### config.mk
export PLATFORM = sky130hd
export DESIGN_NAME = alle_ram
export DESIGN_NICKNAME = d
export VERILOG_FILES = /design/src/hdl/alle_ram.sv
export SDC_FILE = /design/constraint.sdc
export NUM_CORES = 2
export LEC_CHECK = 0
export ABC_CLOCK_PERIOD_IN_PS = 3050
export BUFFER_PORTS_ARGS = -buffer_cell sky130_fd_sc_hd__clkbuf_2
export CAP_MARGIN = 40
export CORE_ASPECT_RATIO = 1.25
export CORE_MARGIN = 2
export CORE_UTILIZATION = 42
export DETAILED_ROUTE_END_ITERATION = 6
export HOLD_SLACK_MARGIN = 0.15
export PLACE_DENSITY = 0.57
export SYNTH_ARGS = -nofsm -noshare
export SYNTH_HDL_FRONTEND = slang
export SYNTH_SLANG_ARGS = --single-unit
### constraint.sdc
create_clock -name clock -period 3.05 [get_ports clock]
set_input_delay 0.305 -clock clock [delete_from_list [all_inputs] [get_ports clock]]
set_output_delay 0.305 -clock clock [all_outputs]
set_load 0.02 [all_outputs]
### src/hdl/alle_ram.sv
module alle_ram #(
   parameter int WIDTH = 8,
   parameter int DEPTH = 256,
   localparam int AW = $clog2(DEPTH)
) (
   input  logic             clock,
   input  logic             wr_en,
   input  logic [AW-1:0]    wr_addr,
   input  logic [WIDTH-1:0] wr_data,
   input  logic [AW-1:0]    rd_addr,
   output logic [WIDTH-1:0] rd_data
);

   logic [WIDTH-1:0] mem_ff [DEPTH];
   logic [WIDTH-1:0] rd_data_ff;

   // One write port and one read port with registered read data.
   always_ff @(posedge clock) begin
      if (wr_en) begin
         mem_ff[wr_addr] <= wr_data;
      end
      rd_data_ff <= mem_ff[rd_addr];
   end

   assign rd_data = rd_data_ff;

endmodule

==> results.json <==
{
  "run_status": "finished with violations",
  "failed_checks": "design-rule violations",
  "worst_skew_pair.late_latency_ns": 0.84,
  "placementRows": 178,
  "post_cts.repair.setup_buffers": 0,
  "synth_ff_type": "edfxtp_1",
  "timing.rr.start": "mem_ff[86][0]$_DFFE_PP_",
  "cp_data_required_time_ns": 3.73,
  "final_min_period_over_clock_period": 0.865,
  "holdPathEnd": "mem_ff[61][0]$_DFFE_PP_",
  "power.density_mw_per_mm2": 615,
  "headroom_to_the_max_slew_limit": 0.311,
  "cts-root-buf": "clkbuf_16",
  "cts_hold_repair.buffers": 8,
  "synth_area_leaders": "edfxtp_1 77%, mux4_2 13%, mux2i_1 1.7%, nor2_1 1.3%, a22oi_1 1.3%",
  "critical_path_peak_fanout": 1,
  "setup_violating_endpoint_count_in_the_final_report": 0,
  "synthesis.area_sq_mm": 0.0796,
  "worstHoldPathType": "in -> reg",
  "cts-root-to-sink-buffers": 3,
  "fin_worst_skew_ns": 0.0223,
  "synth.avg_cell_area_sq_um": 21.3,
  "netlist_instances": 3733,
  "layoutNonFillerInstCount": 6973,
  "cts_inserted_buffers": 187,
  "ff2ff_setup_slack_ns": 0.41,
  "reg_to_reg_endpoint": "rd_data[0]$_DFF_P_",
  "drt_first_iter_violations": 4063,
  "whs_path_depth": 4,
  "boundary_pin_count": 34,
  "clock_pin_slew_reported_for_the_worst_setup_and_hold_paths_after_clock_tree_synthesis_ns": 0.06,
  "dp_hpwl_microns": 132000,
  "drive_gt1_frac": 0.300,
  "critPathCaptureType": "register",
  "area.sequential_sq_mm": 0.0617,
  "timing.setup.critical_path_class": "reg -> reg",
  "die_x_microns": 393,
  "minimum_hold_slack_ns": 0.234,
  "antenna_violations_before_repair": 12,
  "hold_path_startpoint": "wr_addr[4]",
  "worstMarginPinSlew_ns": 1.03,
  "die_h_microns": 491,
  "area_of_the_core_sq_mm": 0.188,
  "maxCapViolCount": 0,
  "initial_core_util": 0.423,
  "cts_resized": 0,
  "clock.fmax_mhz": 379,
  "power.ir.vdd_worst_mv": 0.619,
  "vias_per_cell": 5.73,
  "syn_to_final_growth_pct": 16.4,
  "clock_tree.htree_level_count": 4,
  "wl_per_instance_microns": 29.4,
  "routed-via-count": 39900,
  "synthDominantAreaCellType": "edfxtp_1",
  "ant_nets": 0,
  "drc_violations": 1,
  "fin_crit_ns": 2.64,
  "gr-total-overflow": 0,
  "grt_pass1_wl_microns": 294000,
  "yosysSeqAreaShare": 0.775,
  "worst_setup_path_start_kind": "register",
  "fin_nets": 4320,
  "yosys.cell_types.count": 55,
  "synth-seq-cells": 2056,
  "max_transition_viols_final": 0,
  "grt_start_max_net_pins": 115,
  "tritoncts": "done",
  "fp.dieArea_sq_mm": 0.193,
  "number_of_enable_flip_flop_cells_after_synthesis": 2048,
  "drt-total-wl_microns": 205000,
  "setup_repair_after_global_routing_missed_its_margin": "false",
  "setup_ws_pre_cts_ns": -0.437,
  "startpoint": "mem_ff[86][0]$_DFFE_PP_",
  "crit_arrival_ns": 3.32,
  "multi_input_comb_area_sq_mm": 0.0165,
  "asyncSetResetFlopFracSynth": 0,
  "p_leak_nw": 29.5,
  "place_inst": 6617,
  "cts_num_sinks": 2056,
  "numPortBuffers": 33,
  "setup_ws_ns": 0.413,
  "globalplace.congestion": 0.846,
  "synth.top_cell.area_share": 0.773,
  "yosys_warnings": 0,
  "synth.net_count": 3759,
  "detail_route.first_pass.iterations": 7,
  "final_hold_viol_count": 0,
  "worst_r2r_path_depth": 5,
  "filler_cell_count": 15200,
  "grt.total_usage": 0.214,
  "first_global_vias": 40600
}
==> flip-flops by register name, summed over array words and instances, names as in the netlist <==
register	count
rd_data	8
mem_ff	2048
==> per-layer routing <==
metal,global-route usage,vias to the layer above,routed length (microns)
met5,0,-,69
met4,0.0679,10,6040
met3,0.0313,292,12400
met2,0.353,1343,102000
met1,0.293,21500,84400
li1,-,16800,-
==> cell type report <==
type                       instances  share of cell area
antenna                            4            0.000108
clock buffer                     238              0.0531
clock inverter                   106             0.00960
inverter                           2           0.0000811
multi-input combinational       1442               0.178
sequential                      2056               0.666
tap                             2520              0.0341
timing repair buffer             605              0.0588
==> placed cells by master (no fill, tap or decap), types with 4 or more instances in the layout <==
master         count
o22a_1             5
dlygate4sd3_1      8
nand3_1           31
o32ai_1            4
buf_4            497
inv_6              8
buf_12            69
clkbuf_16        189
mux4_2           454
nor4_1            24
a22oi_1          133
edfxtp_1        2048
dfxtp_1            8
a211oi_1          16
a22o_1             8
o21ai_0           10
clkinv_2          42
nand2_1           33
nor2b_1           28
nand2b_1           8
o211ai_1          10
clkinv_1          37
clkbuf_1          49
a221oi_1          13
bufinv_16         11
o221ai_1          46
clkbuf_2          21
nor3_1            22
nand4_1           10
mux2i_1          134
nor2_1           279
or2_2              4
o22ai_1           28
diode_2            4
and2_1             5
buf_8             10
a21oi_1           96
==> Yosys cell counts, types with 24 or more instances <==
master	number
a22oi_1	133
edfxtp_1	2048
o221ai_1	46
a21oi_1	96
nand3_1	34
mux2i_1	134
nand2_1	33
nor2b_1	31
nor2_1	282
o22ai_1	28
mux4_2	454
buf_2	31
buf_4	27
clkbuf_1	111
nor4_1	24
==> power by group <==
| group | internal, mW | switching (mW) | total (mW) |
|---|---|---|---|
| Combinational | 1.23 | 1.94 | 3.18 |
| Clock | 12.4 | 10.2 | 22.6 |
| Sequential | 31.1 | 0.0550 | 31.2 |
| Total | 44.7 | 12.2 | 57.0 |
==> critical path: stages (launching register included) <==
cell,delay (ns)
edfxtp_1,0.45
mux4_2,0.49
mux4_2,0.53
nor2b_1,0.20
nor4_1,0.71
nor4_2,0.12
==> through the flow <==
step                utilization  power (mW)  cell area, sq um  setup TNS (ns)
floorplan                     -        33.3             79600               0
global placement          0.461        35.0             86700           -2.47
detailed placement        0.461        35.0             86700           -2.37
CTS                       0.492        57.5             92600               0
global route              0.492        58.6             92600               0
finish                    0.492        57.0             92600               0
==> kinds of logic (layout without fill, tap and decap cells) <==
| group | Yosys count | count (layout) | share of synthesized area |
|---|---|---|---|
| compound gates | 385 | 385 | 0.0342 |
| simple gates | 466 | 466 | 0.0263 |
| other cells | 0 | 4 | 0 |
| buf+inv | 235 | 951 | 0.0183 |
| flops | 2056 | 2056 | 0.775 |
| mux | 591 | 591 | 0.146 |
==> how the worst max path moves through the flow <==
| stage | cells past startpoint | endpoint | slack (ns) |
|---|---|---|---|
| finish | 5 | rd_data[0]$_DFF_P_ | 0.41 |
| global placement | 12 | rd_data[2]$_DFF_P_ | -0.44 |
| detailed placement | 11 | rd_data[3]$_DFF_P_ | -0.44 |
| global route | 13 | rd_data[0]$_DFF_P_ | 0.26 |
| CTS | 5 | rd_data[0]$_DFF_P_ | 0.41 |
| floorplan | 9 | rd_data[2]$_DFF_P_ | 0.81 |
No activity file was read; power rests on OpenSTA's default activity.
