File: src/hdl/alle_pkg.sv
package alle_pkg;

   // Fixed field widths of the request and response transactions.
   localparam int OPCODE_W = 4;
   localparam int POS_W    = 8;
   localparam int VALUE_W  = 64;
   localparam int STATUS_W = 2;
   localparam int SLOT_W   = 8;

   // Opcodes carried by a request transaction.
   localparam logic [OPCODE_W-1:0] OP_INSERT_BEFORE = 4'd0;
   localparam logic [OPCODE_W-1:0] OP_INSERT_BACK   = 4'd1;
   localparam logic [OPCODE_W-1:0] OP_INSERT_FRONT  = 4'd2;
   localparam logic [OPCODE_W-1:0] OP_REMOVE_SLOT   = 4'd3;
   localparam logic [OPCODE_W-1:0] OP_REMOVE_FRONT  = 4'd4;
   localparam logic [OPCODE_W-1:0] OP_REMOVE_BACK   = 4'd5;
   localparam logic [OPCODE_W-1:0] OP_GET           = 4'd6;
   localparam logic [OPCODE_W-1:0] OP_NEXT          = 4'd7;
   localparam logic [OPCODE_W-1:0] OP_PREV          = 4'd8;

   // Status codes returned in a response transaction.
   localparam logic [STATUS_W-1:0] STATUS_OK        = 2'd0;
   localparam logic [STATUS_W-1:0] STATUS_POSITION  = 2'd1;
   localparam logic [STATUS_W-1:0] STATUS_UNDERFLOW = 2'd2;
   localparam logic [STATUS_W-1:0] STATUS_FULL      = 2'd3;

   // One response transaction.
   typedef struct packed {
      logic [STATUS_W-1:0] status;
      logic [VALUE_W-1:0]  data_out;
      logic [SLOT_W-1:0]   slot_out;
      logic [SLOT_W-1:0]   head_slot;
      logic [SLOT_W-1:0]   tail_slot;
      logic [SLOT_W-1:0]   count;
   } rsp_type;

endpackage

File: src/hdl/alle_rsp_buf.sv
module alle_rsp_buf (
   input  logic              clock,
   input  logic              reset,
   input  logic              push,
   input  alle_pkg::rsp_type push_data,
   output logic              space,
   output logic              rsp_valid,
   input  logic              rsp_ready,
   output alle_pkg::rsp_type rsp_data
);

   logic              valid_ff;
   logic              valid_in;
   alle_pkg::rsp_type data_ff;

   // The slot is free when empty or when its transaction leaves this cycle.
   assign space    = !valid_ff || rsp_ready;
   assign valid_in = push ? 1'b1 : (rsp_ready ? 1'b0 : valid_ff);

   always_ff @(posedge clock) begin
      if (reset) begin
         valid_ff <= 1'b0;
      end else begin
         valid_ff <= valid_in;
      end
   end

   always_ff @(posedge clock) begin
      if (push) begin
         data_ff <= push_data;
      end
   end

   assign rsp_valid = valid_ff;
   assign rsp_data  = data_ff;

endmodule

File: config.mk
export PLATFORM = sky130hd
export DESIGN_NAME = alle_rsp_buf
export DESIGN_NICKNAME = d
export VERILOG_FILES = /design/src/hdl/alle_pkg.sv /design/src/hdl/alle_rsp_buf.sv
export SDC_FILE = /design/constraint.sdc
export NUM_CORES = 1
export LEC_CHECK = 0
export BUFFER_PORTS_ARGS = -buffer_cell sky130_fd_sc_hd__buf_2
export CAP_MARGIN = 20
export CORE_MARGIN = 5
export CORE_UTILIZATION = 44
export CTS_CLUSTER_DIAMETER = 50
export DETAILED_ROUTE_END_ITERATION = 8
export PLACE_DENSITY_LB_ADDON = 0.05
export SKIP_LAST_GASP = 1
export SLEW_MARGIN = 20
export SYNTH_ARGS = -nofsm -noshare
export SYNTH_HDL_FRONTEND = slang
export SYNTH_SLANG_ARGS = --single-unit
export TNS_END_PERCENT = 100
File: constraint.sdc
create_clock -name clock -period 1 [get_ports clock]
set_clock_uncertainty 0.05 [all_clocks]
set_input_delay 0.2 -clock clock [delete_from_list [all_inputs] [get_ports clock]]
set_output_delay 0.2 -clock clock [all_outputs]
set_load 0.05 [all_outputs]
==> impl_metrics.csv <==
group,metric,value,unit
run_status,outcome,"finished, violations left",
run_status,violations,"negative setup slack",
routing,drt_wl_total,10090,um
critical_path,cp_slowest_cell,"edfxtp_1",
worst_hold_path,min_path_type,"input pin to flop",
finish,drive_gt1_share,52.49,%
clock_network,cts.sinks,99,
placed_design,numPortBuffers,201,
critical_path,cp_max_fo,1,
routing,drt-initial-drc-count,98,
yosys,ys_ff_latch,99,
global_route,grt_max_degree,40,
sta,rsz0062_at_grt,"true",
routing,vias,2300,
power,clkPwrFrac,26.2,%
power,powerDensity,1719,nW/um2
power,internal-power,7.328,mW
die,core_area,6719,um2
clock_network,cts_buffers,9,
finish,area_growth_syn_to_layout,100.7,%
yosys,postSynthAreaPerCell,29.31,um2
sta,worst_pin_slew,0.2122,ns
yosys,ys_warn_count,0,
critical_path,start_kind,"flop",
flow_run,drv_cap,0,
finish,final_cell_mix,"buf_2, dlygate4sd3_1, buf_6, edfxtp_1, clkbuf_8",
power,switching_share,28.96,%
finish,fin_nets,519,
sta,fin_ws,-0.2211,ns
sta,period_share,122.1,%
critical_path,cp_data_arrival_time,0.97,ns
critical_path,path_buf_inv,1,
die,die_w,92.42,um
sta,layout_min_cycle_time,1.221,ns
finish,insertedDiodeCount,0,
yosys,synthesis.area,2989,um2
global_route,grt_pass1_wl,14990,um
sta,clock.fmax,819.0,MHz
yosys,yosysTopAreaCellShare,98.45,%
sta,timing.slew.headroom,85.86,%
sta,holdWs,0.1879,ns
critical_path,critPathKind,"flop to output pin",
sta,slew_viol_final,0,
critical_path,crit_family,"flip-flops",
clock_network,cts_tree,"built",
clock_network,worstSkewPairLatency,0.35,ns
critical_path,critPathCaptureType,"output pin",
global_route,grt_pass1_vias,2652,
critical_path,crit_chain,"buf_6",
yosys,synth_top_cell_by_area,"edfxtp_1",
global_route,grt_util_all_layers,24.32,%
sta,hold_viol,0,
die,num_io_pins,202,
die,rows,30,
power,p_comb_share,24.4,%
yosys,syn-num-nets,204,
placed_design,post-place-ws,0.03539,ns
power,ir_drop,0.001206,V
critical_path,required,0.75,ns
finish,final_common_cell,"buf_2",
routing,viasPerCell,4.591,
power,cellLeakagePower,2.530,nW
clock_network,path_clk_slew,0.10,ns
finish,final_util,89.29,%
sta,setup_violations,100,
routing,drc,0,
die,start_util,44.49,%
power,seqPwrFrac,49.4,%
power,p_switching,2.987,mW
global_route,antenna_found_initial,0,
die,die_area,8541,um2
die,die_height,92.42,um
routing,wire_per_inst,20.15,um
yosys,ys_types,5,
yosys,ys_top_cells_by_area,"edfxtp_1, dfxtp_1, nand2b_4",
yosys,synth_cells,102,
global_route,overflow,0,
clock_network,cts_buffer_depth,2,
critical_path,critPathMaxStageDelay,0.44,ns
routing,dr.pass1.iters,4,
clock_network,htree_levels,3,
routing,drtAntennaViolNets,0,
power,total_power,10.31,mW
placed_design,globalplace.congestion,0.7034,
clock_network,clock-root-buffer,"clkbuf_8",
yosys,yosysSeqAreaShare,99.12,%
critical_path,regToRegSetupSlack,0.19,ns
==> cell type report <==
| cell class | count | area (um2) |
|---|---|---|
| Timing Repair Buffer | 304 | 2700 |
| Multi-Input combinational cell | 2 | 22.52 |
| Sequential cell | 99 | 2967 |
| Fill cell | 261 | 719.4 |
| Clock inverter | 5 | 78.83 |
| Clock buffer | 10 | 127.6 |
| Inverter | 1 | 3.754 |
| Tap cell | 80 | 100.1 |
==> stage by stage <==
step / cells / TNS (ns) / instance area, um2
after floorplan: 102 / 0 / 2990
after global placement: 386 / 0 / 4159
after detailed placement: 386 / 0 / 4159
after CTS: 500 / -17.37 / 5982
after global routing: 501 / -20.25 / 6000
final: 501 / -16.38 / 6000
==> per-layer routing <==
| metal | part of all wire, % | vias to the layer above | track usage, % |
|---|---|---|---|
| met3 | 8.6 | 15 | 7.474 |
| met5 | 0 | - | 0 |
| li1 | - | 1042 | - |
| met4 | 2.3 | 0 | 10.02 |
| met2 | 57 | 140 | 45.32 |
| met1 | 32 | 1103 | 25.07 |
==> logic make-up after synthesis <==
family,synth area share (%)
flip-flops,99.12
AND/OR/NAND/NOR,0.4603
buffers and inverters,0.1255
AO/OA/AOI/OAI,0.2931
==> repair_timing <==
action / in CTS / in global routing
setup buffers: 0 / 1
gates resized for setup: 200 / 3
pin swaps: 0 / 0
setup endpoints to repair: 100 / 100
hold buffers: 99 / 0
endpoints found under the hold margin: 99 / 0
==> Yosys cell counts, drive strengths merged <==
master   n
dfxtp    1
nand2b   1
a21oi    1
inv      1
edfxtp  98
==> state kept, by name, summed over array words and instances (netlist names) <==
signal / flops
rsp_valid: 1
rsp_data: 98
==> worst paths after layout <==
check | depth (start not counted) | from | end
worst max register to register | 3 | rsp_valid$_SDFFE_PP0P_ | rsp_valid$_SDFFE_PP0P_
worst min register to register | 3 | rsp_valid$_SDFFE_PP0P_ | rsp_valid$_SDFFE_PP0P_
worst min-delay path | 4 | rsp_ready | rsp_valid$_SDFFE_PP0P_
worst max-delay path | 1 | rsp_data[55]$_DFFE_PP_ | rsp_data[55]
==> power by group through the flow <==
stage | combinational [mW] | sequential [mW] | clock, mW
CTS | 2.47 | 5.07 | 2.71
global route | 2.59 | 5.13 | 2.94
detailed placement | 1.79 | 5.08 | 0
global placement | 1.78 | 5.07 | 0
floorplan | 0.0141 | 6.26 | 0
finish | 2.52 | 5.10 | 2.70
Power figures use the tool's default switching activity.
