==> config.mk <==
export PLATFORM = sky130hd
export DESIGN_NAME = alle_ctrl
export DESIGN_NICKNAME = d
export VERILOG_FILES = /design/src/hdl/alle_pkg.sv /design/src/hdl/alle_ctrl.sv
export SDC_FILE = /design/constraint.sdc
export NUM_CORES = 1
export LEC_CHECK = 0
export ABC_AREA = 1
export BUFFER_PORTS_ARGS = -buffer_cell sky130_fd_sc_hd__buf_2
export CORE_ASPECT_RATIO = 0.5
export CORE_MARGIN = 1.5
export CORE_UTILIZATION = 30
export CTS_CLUSTER_DIAMETER = 150
export DETAILED_ROUTE_END_ITERATION = 16
export PLACE_DENSITY = 0.54
export SYNTH_ARGS = -nofsm -noshare
export SYNTH_HDL_FRONTEND = slang
export SYNTH_SLANG_ARGS = --single-unit
==> constraint.sdc <==
create_clock -name clock -period 4.6 [get_ports clock]
set_input_delay 1.15 -clock clock [delete_from_list [all_inputs] [get_ports clock]]
set_output_delay 1.15 -clock clock [all_outputs]
set_load 0.1 [all_outputs]
==> src/hdl/alle_pkg.sv <==
package alle_pkg;

   // Fixed field widths of the request and response transactions.
   localparam int OPCODE_W = 4;
   localparam int POS_W    = 8;
   localparam int VALUE_W  = 64;
   localparam int STATUS_W = 2;
   localparam int SLOT_W   = 8;

   // Opcodes carried by a request transaction.
   localparam logic [OPCODE_W-1:0] OP_INSERT_BEFORE = 4'd0;
   localparam logic [OPCODE_W-1:0] OP_INSERT_BACK   = 4'd1;
   localparam logic [OPCODE_W-1:0] OP_INSERT_FRONT  = 4'd2;
   localparam logic [OPCODE_W-1:0] OP_REMOVE_SLOT   = 4'd3;
   localparam logic [OPCODE_W-1:0] OP_REMOVE_FRONT  = 4'd4;
   localparam logic [OPCODE_W-1:0] OP_REMOVE_BACK   = 4'd5;
   localparam logic [OPCODE_W-1:0] OP_GET           = 4'd6;
   localparam logic [OPCODE_W-1:0] OP_NEXT          = 4'd7;
   localparam logic [OPCODE_W-1:0] OP_PREV          = 4'd8;

   // Status codes returned in a response transaction.
   localparam logic [STATUS_W-1:0] STATUS_OK        = 2'd0;
   localparam logic [STATUS_W-1:0] STATUS_POSITION  = 2'd1;
   localparam logic [STATUS_W-1:0] STATUS_UNDERFLOW = 2'd2;
   localparam logic [STATUS_W-1:0] STATUS_FULL      = 2'd3;

   // One response transaction.
   typedef struct packed {
      logic [STATUS_W-1:0] status;
      logic [VALUE_W-1:0]  data_out;
      logic [SLOT_W-1:0]   slot_out;
      logic [SLOT_W-1:0]   head_slot;
      logic [SLOT_W-1:0]   tail_slot;
      logic [SLOT_W-1:0]   count;
   } rsp_type;

endpackage

==> src/hdl/alle_ctrl.sv <==
module alle_ctrl #(
   parameter int CAPACITY = 255,
   parameter int ELEMENT_WIDTH = 64,
   localparam int NSLOTS = CAPACITY + 1,
   localparam int IW = $clog2(NSLOTS),
   localparam int LW = $clog2(NSLOTS + 1),
   localparam int EW = ELEMENT_WIDTH
) (
   input  logic                           clock,
   input  logic                           reset,
   input  logic                           req_valid,
   output logic                           req_ready,
   input  logic [alle_pkg::OPCODE_W-1:0]  req_opcode,
   input  logic [alle_pkg::POS_W-1:0]     req_position,
   input  logic [alle_pkg::VALUE_W-1:0]   req_value,
   output logic                           rsp_push,
   input  logic                           rsp_space,
   output alle_pkg::rsp_type              rsp_result,
   output logic                           fwd_wr_en,
   output logic [IW-1:0]                  fwd_wr_addr,
   output logic [LW-1:0]                  fwd_wr_data,
   output logic [IW-1:0]                  fwd_rd_addr,
   input  logic [LW-1:0]                  fwd_rd_data,
   output logic                           bwd_wr_en,
   output logic [IW-1:0]                  bwd_wr_addr,
   output logic [LW-1:0]                  bwd_wr_data,
   output logic [IW-1:0]                  bwd_rd_addr,
   input  logic [LW-1:0]                  bwd_rd_data,
   output logic                           elem_wr_en,
   output logic [IW-1:0]                  elem_wr_addr,
   output logic [EW-1:0]                  elem_wr_data,
   output logic [IW-1:0]                  elem_rd_addr,
   input  logic [EW-1:0]                  elem_rd_data
);

   localparam int PW   = alle_pkg::POS_W;
   localparam int VW   = alle_pkg::VALUE_W;
   localparam int SW   = alle_pkg::SLOT_W;
   localparam int CMPW = (IW > PW) ? IW : PW;

   typedef enum logic [12:0] {
      ST_INIT  = 13'b0_0000_0000_0001,
      ST_IDLE  = 13'b0_0000_0000_0010,
      ST_CHECK = 13'b0_0000_0000_0100,
      ST_INS1  = 13'b0_0000_0000_1000,
      ST_INS2  = 13'b0_0000_0001_0000,
      ST_INS3  = 13'b0_0000_0010_0000,
      ST_RM1   = 13'b0_0000_0100_0000,
      ST_RM2   = 13'b0_0000_1000_0000,
      ST_RM3   = 13'b0_0001_0000_0000,
      ST_STEP  = 13'b0_0010_0000_0000,
      ST_ELEM  = 13'b0_0100_0000_0000,
      ST_LINK  = 13'b0_1000_0000_0000,
      ST_DONE  = 13'b1_0000_0000_0000
   } state_type;

   // Control state.
   state_type                      state_ff, state_in;
   logic [IW-1:0]                  init_ff, init_in;
   logic [IW-1:0]                  count_ff, count_in;
   logic [LW-1:0]                  free_ff, free_in;
   logic [LW-1:0]                  head_ff, head_in;
   logic [LW-1:0]                  tail_ff, tail_in;

   // Transaction payload and working registers.
   logic [alle_pkg::OPCODE_W-1:0]  op_ff, op_in;
   logic [PW-1:0]                  pos_ff, pos_in;
   logic [EW-1:0]                  val_ff, val_in;
   logic [LW-1:0]                  pidx_ff, pidx_in;
   logic [LW-1:0]                  q_ff, q_in;
   logic [LW-1:0]                  n_ff, n_in;
   logic [PW-1:0]                  remain_ff, remain_in;
   logic [alle_pkg::STATUS_W-1:0]  status_ff, status_in;
   logic [EW-1:0]                  data_ff, data_in;
   logic [LW-1:0]                  slot_ff, slot_in;
   logic                           fwd_oor_ff, fwd_oor_in;
   logic                           bwd_oor_ff, bwd_oor_in;
   logic                           elem_oor_ff, elem_oor_in;

   // Decoded values.
   logic [LW-1:0]                  fwd_val, bwd_val;
   logic [EW-1:0]                  elem_val;
   logic [LW-1:0]                  pos_link;
   logic [LW-1:0]                  anchor;
   logic [LW-1:0]                  victim;
   logic                           pos_gt_cnt, pos_ge_cnt;
   logic                           is_full;

   // True when a link value names a slot in the RAM.
   function automatic logic in_range(input logic [LW-1:0] x);
      return x <= LW'(CAPACITY);
   endfunction

   // RAM address of a link value; slots outside the RAM map to entry zero.
   function automatic logic [IW-1:0] addr_of(input logic [LW-1:0] x);
      return in_range(x) ? x[IW-1:0] : '0;
   endfunction

   // Reads of a slot outside the RAM return zero.
   assign fwd_val  = fwd_oor_ff  ? '0 : fwd_rd_data;
   assign bwd_val  = bwd_oor_ff  ? '0 : bwd_rd_data;
   assign elem_val = elem_oor_ff ? '0 : elem_rd_data;

   // Operand selection and checks on the latched request.
   assign pos_link   = LW'(pos_ff);
   assign pos_gt_cnt = CMPW'(pos_ff) >  CMPW'(count_ff);
   assign pos_ge_cnt = CMPW'(pos_ff) >= CMPW'(count_ff);
   assign is_full    = (count_ff >= IW'(CAPACITY)) || (free_ff == '0)
                       || (free_ff > LW'(CAPACITY));

   always_comb begin
      case (op_ff) inside
         alle_pkg::OP_INSERT_BEFORE: anchor = pos_link;
         alle_pkg::OP_INSERT_FRONT:  anchor = head_ff;
         default:                    anchor = '0;
      endcase
      case (op_ff) inside
         alle_pkg::OP_REMOVE_SLOT:  victim = pos_link;
         alle_pkg::OP_REMOVE_FRONT: victim = head_ff;
         default:                   victim = tail_ff;
      endcase
   end

   // Sequencer: each state issues at most one read and one write per RAM.
   always_comb begin
      state_in    = state_ff;
      init_in     = init_ff;
      count_in    = count_ff;
      free_in     = free_ff;
      op_in       = op_ff;
      pos_in      = pos_ff;
      val_in      = val_ff;
      pidx_in     = pidx_ff;
      q_in        = q_ff;
      n_in        = n_ff;
      remain_in   = remain_ff;
      status_in   = status_ff;
      data_in     = data_ff;
      slot_in     = slot_ff;
      fwd_oor_in  = 1'b1;
      bwd_oor_in  = 1'b1;
      elem_oor_in = 1'b1;

      fwd_wr_en    = 1'b0;
      fwd_wr_addr  = '0;
      fwd_wr_data  = '0;
      fwd_rd_addr  = '0;
      bwd_wr_en    = 1'b0;
      bwd_wr_addr  = '0;
      bwd_wr_data  = '0;
      bwd_rd_addr  = '0;
      elem_wr_en   = 1'b0;
      elem_wr_addr = '0;
      elem_wr_data = '0;
      elem_rd_addr = '0;

      req_ready = 1'b0;
      rsp_push  = 1'b0;

      unique case (state_ff)
         // Write the reset chain into both link RAMs, one slot per cycle.
         ST_INIT: begin
            fwd_wr_en   = 1'b1;
            fwd_wr_addr = init_ff;
            fwd_wr_data = (init_ff == '0) ? '0 : LW'(init_ff) + LW'(1);
            bwd_wr_en   = 1'b1;
            bwd_wr_addr = init_ff;
            bwd_wr_data = (init_ff == '0) ? '0 : LW'(init_ff) - LW'(1);
            if (init_ff == IW'(CAPACITY)) begin
               state_in = ST_IDLE;
            end else begin
               init_in = init_ff + 1'b1;
            end
         end

         ST_IDLE: begin
            req_ready = 1'b1;
            if (req_valid) begin
               op_in    = req_opcode;
               pos_in   = req_position;
               val_in   = req_value[EW-1:0];
               state_in = ST_CHECK;
            end
         end

         // Check the request and issue the first reads.
         ST_CHECK: begin
            status_in = alle_pkg::STATUS_OK;
            data_in   = '0;
            slot_in   = '0;
            state_in  = ST_DONE;
            case (op_ff) inside
               alle_pkg::OP_INSERT_BEFORE, alle_pkg::OP_INSERT_BACK,
               alle_pkg::OP_INSERT_FRONT: begin
                  if ((op_ff == alle_pkg::OP_INSERT_BEFORE) && pos_gt_cnt) begin
                     status_in = alle_pkg::STATUS_POSITION;
                  end else if (is_full) begin
                     status_in = alle_pkg::STATUS_FULL;
                  end else begin
                     pidx_in     = free_ff;
                     fwd_rd_addr = addr_of(free_ff);
                     fwd_oor_in  = !in_range(free_ff);
                     bwd_rd_addr = addr_of(anchor);
                     bwd_oor_in  = !in_range(anchor);
                     state_in    = ST_INS1;
                  end
               end
               alle_pkg::OP_REMOVE_SLOT, alle_pkg::OP_REMOVE_FRONT,
               alle_pkg::OP_REMOVE_BACK: begin
                  if (count_ff == '0) begin
                     status_in = alle_pkg::STATUS_UNDERFLOW;
                  end else if ((op_ff == alle_pkg::OP_REMOVE_SLOT)
                               && ((pos_ff == '0) || pos_gt_cnt)) begin
                     status_in = alle_pkg::STATUS_POSITION;
                  end else begin
                     pidx_in      = victim;
                     fwd_rd_addr  = addr_of(victim);
                     fwd_oor_in   = !in_range(victim);
                     bwd_rd_addr  = addr_of(victim);
                     bwd_oor_in   = !in_range(victim);
                     elem_rd_addr = addr_of(victim);
                     elem_oor_in  = !in_range(victim);
                     state_in     = ST_RM1;
                  end
               end
               alle_pkg::OP_GET: begin
                  if (pos_ge_cnt) begin
                     status_in = alle_pkg::STATUS_POSITION;
                  end else if (pos_ff == '0) begin
                     elem_rd_addr = addr_of(head_ff);
                     elem_oor_in  = !in_range(head_ff);
                     state_in     = ST_ELEM;
                  end else begin
                     fwd_rd_addr = addr_of(head_ff);
                     fwd_oor_in  = !in_range(head_ff);
                     remain_in   = pos_ff;
                     state_in    = ST_STEP;
                  end
               end
               alle_pkg::OP_NEXT, alle_pkg::OP_PREV: begin
                  if (pos_gt_cnt) begin
                     status_in = alle_pkg::STATUS_POSITION;
                  end else begin
                     fwd_rd_addr = addr_of(pos_link);
                     fwd_oor_in  = !in_range(pos_link);
                     bwd_rd_addr = addr_of(pos_link);
                     bwd_oor_in  = !in_range(pos_link);
                     state_in    = ST_LINK;
                  end
               end
               default: begin
                  status_in = alle_pkg::STATUS_OK;
               end
            endcase
         end

         // Insert: pop the free slot, store the element, fetch the successor of q.
         ST_INS1: begin
            free_in      = fwd_val;
            q_in         = bwd_val;
            elem_wr_en   = 1'b1;
            elem_wr_addr = pidx_ff[IW-1:0];
            elem_wr_data = val_ff;
            fwd_rd_addr  = addr_of(bwd_val);
            fwd_oor_in   = !in_range(bwd_val);
            state_in     = ST_INS2;
         end

         // Insert: link the new slot to its neighbors.
         ST_INS2: begin
            fwd_wr_en   = 1'b1;
            fwd_wr_addr = pidx_ff[IW-1:0];
            fwd_wr_data = fwd_val;
            bwd_wr_en   = 1'b1;
            bwd_wr_addr = pidx_ff[IW-1:0];
            bwd_wr_data = q_ff;
            n_in        = (q_ff == pidx_ff) ? pidx_ff : fwd_val;
            state_in    = ST_INS3;
         end

         // Insert: point the neighbors at the new slot.
         ST_INS3: begin
            fwd_wr_en   = in_range(q_ff);
            fwd_wr_addr = addr_of(q_ff);
            fwd_wr_data = pidx_ff;
            bwd_wr_en   = in_range(n_ff);
            bwd_wr_addr = addr_of(n_ff);
            bwd_wr_data = pidx_ff;
            count_in    = count_ff + 1'b1;
            slot_in     = pidx_ff;
            state_in    = ST_DONE;
         end

         // Remove: bridge the neighbors around the slot.
         ST_RM1: begin
            data_in     = elem_val;
            fwd_wr_en   = in_range(bwd_val);
            fwd_wr_addr = addr_of(bwd_val);
            fwd_wr_data = fwd_val;
            bwd_wr_en   = in_range(fwd_val);
            bwd_wr_addr = addr_of(fwd_val);
            bwd_wr_data = bwd_val;
            state_in    = ST_RM2;
         end

         // Remove: push the slot onto the free chain.
         ST_RM2: begin
            fwd_wr_en   = in_range(pidx_ff);
            fwd_wr_addr = addr_of(pidx_ff);
            fwd_wr_data = free_ff;
            bwd_wr_en   = (count_ff < IW'(CAPACITY)) && in_range(free_ff);
            bwd_wr_addr = addr_of(free_ff);
            bwd_wr_data = pidx_ff;
            state_in    = ST_RM3;
         end

         // Remove: the freed slot's back link takes the current tail.
         ST_RM3: begin
            bwd_wr_en   = in_range(pidx_ff);
            bwd_wr_addr = addr_of(pidx_ff);
            bwd_wr_data = tail_ff;
            free_in     = pidx_ff;
            count_in    = count_ff - 1'b1;
            state_in    = ST_DONE;
         end

         // Get: follow one forward link per cycle.
         ST_STEP: begin
            if (remain_ff == PW'(1)) begin
               elem_rd_addr = addr_of(fwd_val);
               elem_oor_in  = !in_range(fwd_val);
               state_in     = ST_ELEM;
            end else begin
               fwd_rd_addr = addr_of(fwd_val);
               fwd_oor_in  = !in_range(fwd_val);
               remain_in   = remain_ff - 1'b1;
            end
         end

         ST_ELEM: begin
            data_in  = elem_val;
            state_in = ST_DONE;
         end

         ST_LINK: begin
            slot_in  = (op_ff == alle_pkg::OP_NEXT) ? fwd_val : bwd_val;
            state_in = ST_DONE;
         end

         // Hand the result to the response register.
         ST_DONE: begin
            rsp_push = rsp_space;
            if (rsp_space) begin
               state_in = ST_IDLE;
            end
         end

         default: begin
            state_in = ST_IDLE;
         end
      endcase
   end

   // Head and tail mirror the sentinel's links; every write to slot zero updates them.
   always_comb begin
      head_in = head_ff;
      tail_in = tail_ff;
      if (fwd_wr_en && (fwd_wr_addr == '0)) begin
         head_in = fwd_wr_data;
      end
      if (bwd_wr_en && (bwd_wr_addr == '0)) begin
         tail_in = bwd_wr_data;
      end
   end

   always_ff @(posedge clock) begin
      if (reset) begin
         state_ff <= ST_INIT;
         init_ff  <= '0;
         count_ff <= '0;
         free_ff  <= LW'(1);
         head_ff  <= '0;
         tail_ff  <= '0;
      end else begin
         state_ff <= state_in;
         init_ff  <= init_in;
         count_ff <= count_in;
         free_ff  <= free_in;
         head_ff  <= head_in;
         tail_ff  <= tail_in;
      end
   end

   always_ff @(posedge clock) begin
      op_ff       <= op_in;
      pos_ff      <= pos_in;
      val_ff      <= val_in;
      pidx_ff     <= pidx_in;
      q_ff        <= q_in;
      n_ff        <= n_in;
      remain_ff   <= remain_in;
      status_ff   <= status_in;
      data_ff     <= data_in;
      slot_ff     <= slot_in;
      fwd_oor_ff  <= fwd_oor_in;
      bwd_oor_ff  <= bwd_oor_in;
      elem_oor_ff <= elem_oor_in;
   end

   // Response fields reflect the list after the operation.
   always_comb begin
      rsp_result.status    = status_ff;
      rsp_result.data_out  = VW'(data_ff);
      rsp_result.slot_out  = SW'(slot_ff);
      rsp_result.head_slot = SW'(head_ff);
      rsp_result.tail_slot = SW'(tail_ff);
      rsp_result.count     = SW'(count_ff);
   end

endmodule

==> results.cfg, run 1 <==
[grt]
grt-ovfl-total = 0
grt_antenna_before_repair = 3
grt_usage = 0.250
number_of_global_route_vias_before_repair = 13400
grt_start_max_net_pins = 77
global_route_wire_length_before_repair_mm = 90.5

[critical_path]
slowest_stage_cell_crit_path = sky130_fd_sc_hd__o2111ai_1
path_class = reg2out
crit_path_end_kind = output port
critical_path_arrival_ns = 3.35
critical_path_required_ns = 3.45
critPathBufInv = 3
critical_path_peak_fanout = 13
cpPeakStageDelay_ns = 0.60
timing.critical_path.from_type = register
crit_path_cell_trace = nor2_4, nand3_2, nor2_4, buf_4, nand2_4, buf_4, o2111ai_1, buf_2
cpLargestDelayFamily = buffers and inverters

[sta]
max_clock_freq_mhz = 222
period_share = 0.979
rsz0062_at_grt = no
final_critical_path_setup_slack_ns = 0.0974
hold_slack_ns = 0.530
setup_viol = 0
final_max_slew_viol_count = 0
clock_skew_ns = 0.0193
slew_headroom = 0.230
finalSetupTns_ns = 0
tightestPinTransition_ns = 1.15
timing_hold_violations_final = 0
fin_crit_ns = 4.50

[yosys]
synthesis.area_um2 = 14200
synth-seq-cells = 244
number_of_synthesis_warnings = 0
async_flop_share = 0
dominantRegCellSynth = sky130_fd_sc_hd__edfxtp_1
synth_cells = 1869
netlist.top_cell.by_area = sky130_fd_sc_hd__edfxtp_1
syn-num-nets = 2050
yosysUniqueCellTypes = 50
ys_seq_area_frac = 0.473
synth_top_cell_area_share = 0.390
yosys-top-cells-area = sky130_fd_sc_hd__edfxtp_1 (39%), sky130_fd_sc_hd__nand2_1 (10%), sky130_fd_sc_hd__dfxtp_1 (8.3%)
avgSynthCellArea_um2 = 7.62
synth_edf_count = 185

[clocking]
htreeDepth = 1
clockBufferDepth = 3
cts_root_buf = sky130_fd_sc_hd__clkbuf_16
numCtsBuffers = 26
clk_latency_ns = 0.58
holdBufCountCts = 0
sink_count = 244
clk_transition_reported_paths_ns = 0.07
cts_tree = built
cts_resized = 8
postCtsSetupRepairBufs = 0

[flow_run]
max_cap_viol_count = 0

[route]
1st_iter_drt_viols = 1628
routed_wire_length_per_instance_um = 22.0
detailedRoute.firstPassIterationCount = 8
drc_errors = 0
ant_nets = 0
routed-via-count = 14600
routed_wirelength_mm = 63.9
vias_per_cell = 5.02

[die]
i_o_pin_count = 395
core_area_um2 = 46900
dieHeight_um = 157
die_area_um2 = 48900
start_util = 0.304
std_cell_rows = 56
floorplan.die.width_um = 311

[layout]
area_growth_synth_to_finish_pct = 27.6
layout_cells_sized_above_1 = 0.235
fillCellCount = 5029
post-route-util = 0.388
nets = 2429

[place]
place.port_buffers = 394
preCtsSetupSlack_ns = 0.436
place.gp.congestion = 1.05
post-dp-hpwl_mm = 49.3

[power_and_ir_drop]
total_power_w = 0.00701
power-per-cell-area_nw_per_um2 = 386
static-leakage-power_nw = 8.75
worst_ir_drop_vdd_mv = 0.312

[outcome]
run_status = complete, no violations

[worst_hold_path]
timing.hold.worst.class = reg2reg
layout by cell type, fill, tap and decap left out, drive strengths merged, types with 9 or more instances in the layout:
master	count
clkbuf	34
buf	430
ha	18
nand4	32
nor2	323
a22oi	10
o221ai	10
nand2	385
o21ai	94
a21oi	73
inv	315
o211ai	9
nor3	21
o22ai	34
dfxtp	59
xor2	17
clkinv	13
o2111ai	15
edfxtp	185
nand3	131
flip-flops by register name, indices dropped and copies added, names as in the netlist, 9 cells and up:
name	count
data_ff	64
free_ff	9
head_ff	9
n_ff	9
pidx_ff	9
q_ff	9
state_ff	13
tail_ff	9
val_ff	64
synthesized netlist by cell type, types with 2 or more instances:
master,number
sky130_fd_sc_hd__nand2_1,378
sky130_fd_sc_hd__nor2_1,312
sky130_fd_sc_hd__inv_1,306
sky130_fd_sc_hd__edfxtp_1,185
sky130_fd_sc_hd__nand3_1,128
sky130_fd_sc_hd__o21ai_0,92
sky130_fd_sc_hd__a21oi_1,73
sky130_fd_sc_hd__dfxtp_1,59
sky130_fd_sc_hd__clkbuf_1,53
sky130_fd_sc_hd__o22ai_1,33
sky130_fd_sc_hd__nand4_1,31
sky130_fd_sc_hd__nor3_1,19
sky130_fd_sc_hd__ha_1,18
sky130_fd_sc_hd__xor2_1,17
sky130_fd_sc_hd__buf_4,16
sky130_fd_sc_hd__o2111ai_1,15
sky130_fd_sc_hd__buf_2,11
sky130_fd_sc_hd__a22oi_1,10
sky130_fd_sc_hd__o221ai_1,10
sky130_fd_sc_hd__nor2_2,9
sky130_fd_sc_hd__o211ai_1,9
sky130_fd_sc_hd__a221oi_1,7
sky130_fd_sc_hd__inv_2,7
sky130_fd_sc_hd__nor4_1,7
sky130_fd_sc_hd__o31ai_1,7
sky130_fd_sc_hd__xnor2_1,7
sky130_fd_sc_hd__and2_1,6
sky130_fd_sc_hd__nand2_2,6
sky130_fd_sc_hd__clkinv_1,4
sky130_fd_sc_hd__nand3b_1,4
sky130_fd_sc_hd__buf_6,3
sky130_fd_sc_hd__nand3_2,3
sky130_fd_sc_hd__a211oi_1,2
sky130_fd_sc_hd__buf_1,2
sky130_fd_sc_hd__nor2_4,2
sky130_fd_sc_hd__nor3_2,2
sky130_fd_sc_hd__o21ai_1,2
sky130_fd_sc_hd__o21bai_1,2
path summary, 6_finish.rpt:
check / startpoint / to / slack, ns / depth (start not counted)
worst max-delay path: state_ff[8]$_SDFFE_PP0P_ / fwd_wr_data[6] / 0.1 / 8
worst min-delay path: init_ff[0]$_SDFFE_PP0P_ / init_ff[0]$_SDFFE_PP0P_ / 0.53 / 1
worst max register to register: state_ff[8]$_SDFFE_PP0P_ / head_ff[5]$_SDFFE_PP0P_ / 0.75 / 14
worst min register to register: init_ff[0]$_SDFFE_PP0P_ / init_ff[0]$_SDFFE_PP0P_ / 0.53 / 1
power by group:
part | total [W] | internal (W) | switching (W)
Clock | 0.00241 | 0.00139 | 0.00102
Sequential | 0.00251 | 0.00242 | 0.0000866
Combinational | 0.00208 | 0.000370 | 0.00171
final cells by class:
class,instances,area (um^2),share of cell area
sequential,244,6740,0.371
clock inverter,20,299,0.0165
antenna,3,7.51,0.000413
tap,638,798,0.0439
inverter,317,1190,0.0656
multi-input combinational,1223,6030,0.332
timing repair buffer,436,2440,0.134
clock buffer,28,658,0.0362
per-stage QoR:
step	instance area [um^2]	instances
after floorplan	14300	1869
after global placement	17200	2858
after detailed placement	17200	2858
after CTS	18100	2906
after global routing	18200	2906
final	18200	2909
worst reg2reg max path: stages, from the launching register on:
cell and delay (ns):
sky130_fd_sc_hd__dfxtp_1 0.36, sky130_fd_sc_hd__nor2_4 0.18, sky130_fd_sc_hd__nand3_2 0.16, sky130_fd_sc_hd__nor2_4 0.34
sky130_fd_sc_hd__buf_4 0.25, sky130_fd_sc_hd__nand2_4 0.12, sky130_fd_sc_hd__buf_4 0.23, sky130_fd_sc_hd__inv_2 0.14
sky130_fd_sc_hd__nand2_1 0.06, sky130_fd_sc_hd__nand3_1 0.21, sky130_fd_sc_hd__inv_1 0.09, sky130_fd_sc_hd__nor2_2 0.12
sky130_fd_sc_hd__nand3_2 0.50, sky130_fd_sc_hd__nor2_1 0.84, sky130_fd_sc_hd__nor2_1 0.13
cells by family (layout without fill, tap and decap cells):
logic type,Yosys count,in the layout,synth area share
and+or+nand+nor,912,912,0.270
buffers and inverters,402,801,0.113
AOI/OAI and AO/OA,268,268,0.112
DFF,244,244,0.473
xor gates and xnor gates,24,24,0.0148
adders and majority gates,19,19,0.0172
other,0,3,0
per-layer routing:
metal | share of wire | global-route usage
met1 | 0.42 | 0.327
met2 | 0.46 | 0.411
met4 | 0.043 | 0.101
met5 | 0 | 0
met3 | 0.080 | 0.0441
Note: power is estimated with default switching activity, not from simulation.
==> run 2, diff against run 1 <==
Settings changed: CTS_CLUSTER_SIZE from default to 30, PLACE_DENSITY 0.54 to default, PLACE_DENSITY_LB_ADDON from default to 0.2.
==> results.cfg, run 2 (same netlist as run 1, synthesis figures left out) <==
[clocking]
cts_root_buf = sky130_fd_sc_hd__clkbuf_16
htreeDepth = 1
clk_transition_reported_paths_ns = 0.15
clockBufferDepth = 3
clk_latency_ns = 0.55
holdBufCountCts = 0
sink_count = 244
cts_tree = built
numCtsBuffers = 12

[power_and_ir_drop]
total_power_w = 0.00592
seqPwrFrac = 0.423
clock_power_share = 0.227
power_frac_comb = 0.350
switching_share_of_total_power = 0.435
static-leakage-power_nw = 8.49
net-switching-power_w = 0.00257
power_report.internal_total_w = 0.00335
power-per-cell-area_nw_per_um2 = 334
worst_ir_drop_vdd_mv = 0.307

[grt]
grt_usage = 0.247
number_of_global_route_vias_before_repair = 13300
global_route_wire_length_before_repair_mm = 89.6
grt_antenna_before_repair = 3
grt_start_max_net_pins = 65
grt-ovfl-total = 0

[sta]
rsz0062_at_grt = no
tightestPinTransition_ns = 1.12
fin_crit_ns = 4.45
max_clock_freq_mhz = 225
timing_hold_violations_final = 0
final_max_slew_viol_count = 0
period_share = 0.967
slew_headroom = 0.251
clock_skew_ns = 0.0875
setup_viol = 0
finalSetupTns_ns = 0
hold_slack_ns = 0.552

[die]
i_o_pin_count = 395
std_cell_rows = 56
dieHeight_um = 157
start_util = 0.304
floorplan.die.width_um = 311
die_area_um2 = 48900
core_area_um2 = 46900

[critical_path]
critical_path_required_ns = 3.45
critical_path_peak_fanout = 17
critical_path_arrival_ns = 3.30
timing.critical_path.from_type = register
crit_path_end_kind = output port
path_class = reg2out

[place]
place.port_buffers = 394
dpl-instance-area_um2 = 17300
post-dp-hpwl_mm = 48.8
place.gp.congestion = 0.991

[route]
drc_errors = 0
routed_wire_length_per_instance_um = 21.8
routed-via-count = 14500
routed_wirelength_mm = 62.8
detailedRoute.firstPassIterationCount = 5
ant_nets = 0
1st_iter_drt_viols = 1576
vias_per_cell = 5.02

[worst_hold_path]
timing.hold.worst.class = reg2reg

[layout]
layout_cells_sized_above_1 = 0.225
mostFrequentLayoutCell = sky130_fd_sc_hd__nand2_1
area_growth_synth_to_finish_pct = 24.3
nets = 2415
layout_top_registers = data_ff: 64 flops, val_ff: 64 flops, state_ff: 13 flops
postLayoutCellArea_um2 = 17700
leading_cell_types_in_the_layout_fill_and_taps_excluded = sky130_fd_sc_hd__nand2_1 (375), sky130_fd_sc_hd__buf_2 (371), sky130_fd_sc_hd__nor2_1 (309), sky130_fd_sc_hd__inv_1 (305), sky130_fd_sc_hd__edfxtp_1 (185)

[outcome]
run_status = complete, no violations

[flow_run]
max_cap_viol_count = 0
==> run 2: cell types whose count changed in the layout (fill, tap and decap cells not counted), sizes merged, moves of 2 or more <==
cell / before / now
clkbuf: 34 / 22
bufinv: 6 / 0
buf: 430 / 432
clkinv: 13 / 4
clkinvlp: 3 / 1
inv: 315 / 313
==> run 2: power by group through the flow <==
| stage | clock network (W) | logic, W | registers, W |
|---|---|---|---|
| floorplan | 0 | 0.00156 | 0.00252 |
| global placement | 0 | 0.00205 | 0.00256 |
| detailed placement | 0 | 0.00204 | 0.00256 |
| CTS | 0.00139 | 0.00205 | 0.00251 |
| global route | 0.00144 | 0.00217 | 0.00252 |
| finish | 0.00134 | 0.00207 | 0.00251 |
==> run 2: final cells by class <==
class                   instances  area, um^2
fillers                      5058       29200
clock inverters                 1        30.0
inverters                     317        1190
clock buffers                  18         344
flip-flops and latches        244        6740
well taps                     638         798
diodes                          2        5.00
multi-input cells            1223        6040
repair buffers                436        2560
==> run 2: timing repair <==
action | in CTS | in global routing
buffers inserted | 0 | 0
gates resized for setup | 3 | 11
endpoints found under the setup margin | 3 | 24
==> run 2: routing by layer <==
layer | global-route usage | vias to the layer above | share of wire
met5 | 0 | - | 0
met4 | 0.0978 | 0 | 0.041
met3 | 0.0453 | 112 | 0.077
met2 | 0.405 | 689 | 0.47
met1 | 0.323 | 6823 | 0.42
li1 | - | 6826 | -
==> run 2: critical path, cell delays in order (launching register included) <==
cell	delay, ns
sky130_fd_sc_hd__dfxtp_1	0.35
sky130_fd_sc_hd__nor2_1	0.17
sky130_fd_sc_hd__nand2_2	0.21
sky130_fd_sc_hd__nor2_4	0.42
sky130_fd_sc_hd__nand2_4	0.30
sky130_fd_sc_hd__o2111ai_1	0.73
sky130_fd_sc_hd__buf_2	0.55
==> run 2: path summary, 6_finish.rpt <==
path,from,end,slack (ns),cells past startpoint
hold / removal,init_ff[6]$_SDFFE_PP0P_,init_ff[6]$_SDFFE_PP0P_,0.55,2
setup / recovery,state_ff[0]$_SDFFE_PP1P_,fwd_wr_data[6],0.15,6
hold reg to reg,init_ff[6]$_SDFFE_PP0P_,init_ff[6]$_SDFFE_PP0P_,0.55,2
setup reg to reg,pidx_ff[8]$_DFFE_PP_,head_ff[4]$_SDFFE_PP0P_,0.73,9
==> run 2: through the flow <==
| step | cells | utilization | setup WS [ns] |
|---|---|---|---|
| after floorplan | 1869 | - | -0.175 |
| after global placement | 2858 | 0.369 | 0.550 |
| after detailed placement | 2858 | 0.369 | 0.534 |
| after CTS | 2877 | 0.377 | 0.0207 |
| after global routing | 2878 | 0.378 | 0.00528 |
| final | 2879 | 0.378 | 0.150 |
==> run 3, diff against run 2 <==
Settings changed: CORE_UTILIZATION 30 to 48, CTS_CLUSTER_SIZE 30 to 10, RECOVER_POWER from default to 25.
==> results.cfg, run 3 (same netlist as run 1, synthesis figures left out) <==
[sta]
hold_slack_ns = 0.537
setup_viol = 0
tightestPinTransition_ns = 1.30
timing_hold_violations_final = 0
rsz0062_at_grt = no
slew_headroom = 0.135
final_critical_path_setup_slack_ns = 0.117
max_clock_freq_mhz = 223
final_max_slew_viol_count = 0
fin_crit_ns = 4.48
clock_skew_ns = 0.0140
period_share = 0.975

[layout]
mostFrequentLayoutCell = sky130_fd_sc_hd__buf_2
fillCellCount = 2790
leading_cell_types_in_the_layout_fill_and_taps_excluded = sky130_fd_sc_hd__buf_2 (379), sky130_fd_sc_hd__nand2_1 (377), sky130_fd_sc_hd__nor2_1 (310), sky130_fd_sc_hd__inv_1 (306), sky130_fd_sc_hd__edfxtp_1 (185)
layout_top_registers = data_ff: 64 flops, val_ff: 64 flops, state_ff: 13 flops
area_growth_synth_to_finish_pct = 24.0
nets = 2437
final-instance-count-excl-fill = 2674
layout_cells_sized_above_1 = 0.226

[clocking]
postCtsSetupRepairBufs = 0
cts_tree = built
htreeDepth = 1
numCtsBuffers = 28
holdBufCountCts = 0
clk_transition_reported_paths_ns = 0.06
sink_count = 244
clk_latency_ns = 0.58
cts_root_buf = sky130_fd_sc_hd__clkbuf_16
clockBufferDepth = 3

[worst_hold_path]
timing.hold.worst.class = reg2reg
hold-path-cell-count = 1
hold_path.startpoint = init_ff[0]$_SDFFE_PP0P_
whs_endpoint = init_ff[0]$_SDFFE_PP0P_

[critical_path]
critical_path.startpoint = state_ff[0]$_SDFFE_PP1P_
reg_to_reg_critical_path_startpoint = state_ff[0]$_SDFFE_PP1P_
crit_path_end_kind = output port
critical_path_required_ns = 3.45
rr_endpoint = head_ff[2]$_SDFFE_PP0P_
path_class = reg2out
critical_path_peak_fanout = 9
timing.critical_path.from_type = register
r2r_slack_ns = 1.08
timing.reg2reg.worst_path_depth = 13
critical_path_arrival_ns = 3.33

[grt]
number_of_global_route_vias_before_repair = 14000
grt_antenna_before_repair = 5
grt_start_max_net_pins = 83
grt-ovfl-total = 0
global_route_wire_length_before_repair_mm = 85.3
grt_usage = 0.372

[place]
place.gp.congestion = 1.09
post-place-cells = 2617
post-dp-hpwl_mm = 44.9
place.port_buffers = 394
preCtsSetupSlack_ns = 0.678

[die]
floorplan.die.width_um = 247
die_area_um2 = 30800
start_util = 0.490
i_o_pin_count = 395
std_cell_rows = 44
dieHeight_um = 125
core_area_um2 = 29100

[route]
ant_nets = 0
1st_iter_drt_viols = 1928
routed_wire_length_per_instance_um = 21.8
routed_wirelength_mm = 58.3
drc_errors = 0
vias_per_cell = 5.59
detailedRoute.firstPassIterationCount = 6
routed-via-count = 14900

[power_and_ir_drop]
power-per-cell-area_nw_per_um2 = 375
static-leakage-power_nw = 8.67
total_power_w = 0.00663
worst_ir_drop_vdd_mv = 0.369

[outcome]
run_status = complete, no violations

[flow_run]
max_cap_viol_count = 0
-- run 3: cell count changes in the layout (fill, tap and decap cells not counted), sizes merged --
cell | before | now
clkinv | 4 | 6
buf | 432 | 426
inv | 313 | 312
clkbuf | 22 | 66
diode | 2 | 5
-- run 3: per-stage QoR --
stage	instance area, um^2	setup TNS (ns)	util
floorplan	14300	-1.06	-
global route	17700	0	0.607
CTS	17600	0	0.607
detailed placement	16800	0	0.578
finish	17700	0	0.607
global placement	16800	0	0.578
-- run 3: repair_timing --
action,CTS,global route
endpoints found under the setup margin,0,23
endpoints found under the hold margin,0,0
resized for setup,0,21
-- run 3: metal layers --
metal,vias up,wire length [um],track usage
met5,-,0,0
met4,0,2930,0.175
met3,197,6800,0.104
met2,941,26300,0.578
met1,6918,22300,0.480
li1,6893,-,-
-- run 3: worst max path at each step --
| stage | end | cells past startpoint |
|---|---|---|
| after floorplan | elem_rd_addr[0] | 2 |
| after global placement | fwd_rd_addr[1] | 14 |
| after detailed placement | fwd_rd_addr[3] | 14 |
| after CTS | fwd_rd_addr[3] | 14 |
| after global routing | fwd_rd_addr[6] | 16 |
| final | fwd_wr_data[1] | 8 |
-- run 3: layout make-up --
class,instances,area (um^2),share of cell area
flip-flops and latches,244,6740,0.382
diodes,5,12.5,0.000709
multi-input cells,1223,6020,0.341
clock buffers,50,783,0.0444
clock inverters,2,38.8,0.00220
inverters,317,1190,0.0676
well taps,391,489,0.0277
repair buffers,442,2380,0.135
-- run 3: worst max-delay path, stage by stage (launching register included) --
cell and delay, ns:
sky130_fd_sc_hd__dfxtp_1 0.34, sky130_fd_sc_hd__nor2_1 0.18, sky130_fd_sc_hd__nand2_2 0.19, sky130_fd_sc_hd__nor2_4 0.31, sky130_fd_sc_hd__nand2_2 0.20, sky130_fd_sc_hd__nand2_1 0.42
sky130_fd_sc_hd__a21oi_1 0.24, sky130_fd_sc_hd__o21ai_1 0.33, sky130_fd_sc_hd__buf_2 0.52
-- run 3: report_power, final --
part           leakage, nW  internal [W]  switching, W
Clock                0.387       0.00115      0.000932
Sequential            2.15       0.00242     0.0000895
Combinational         6.13      0.000400       0.00163
Total                 8.67       0.00397       0.00265
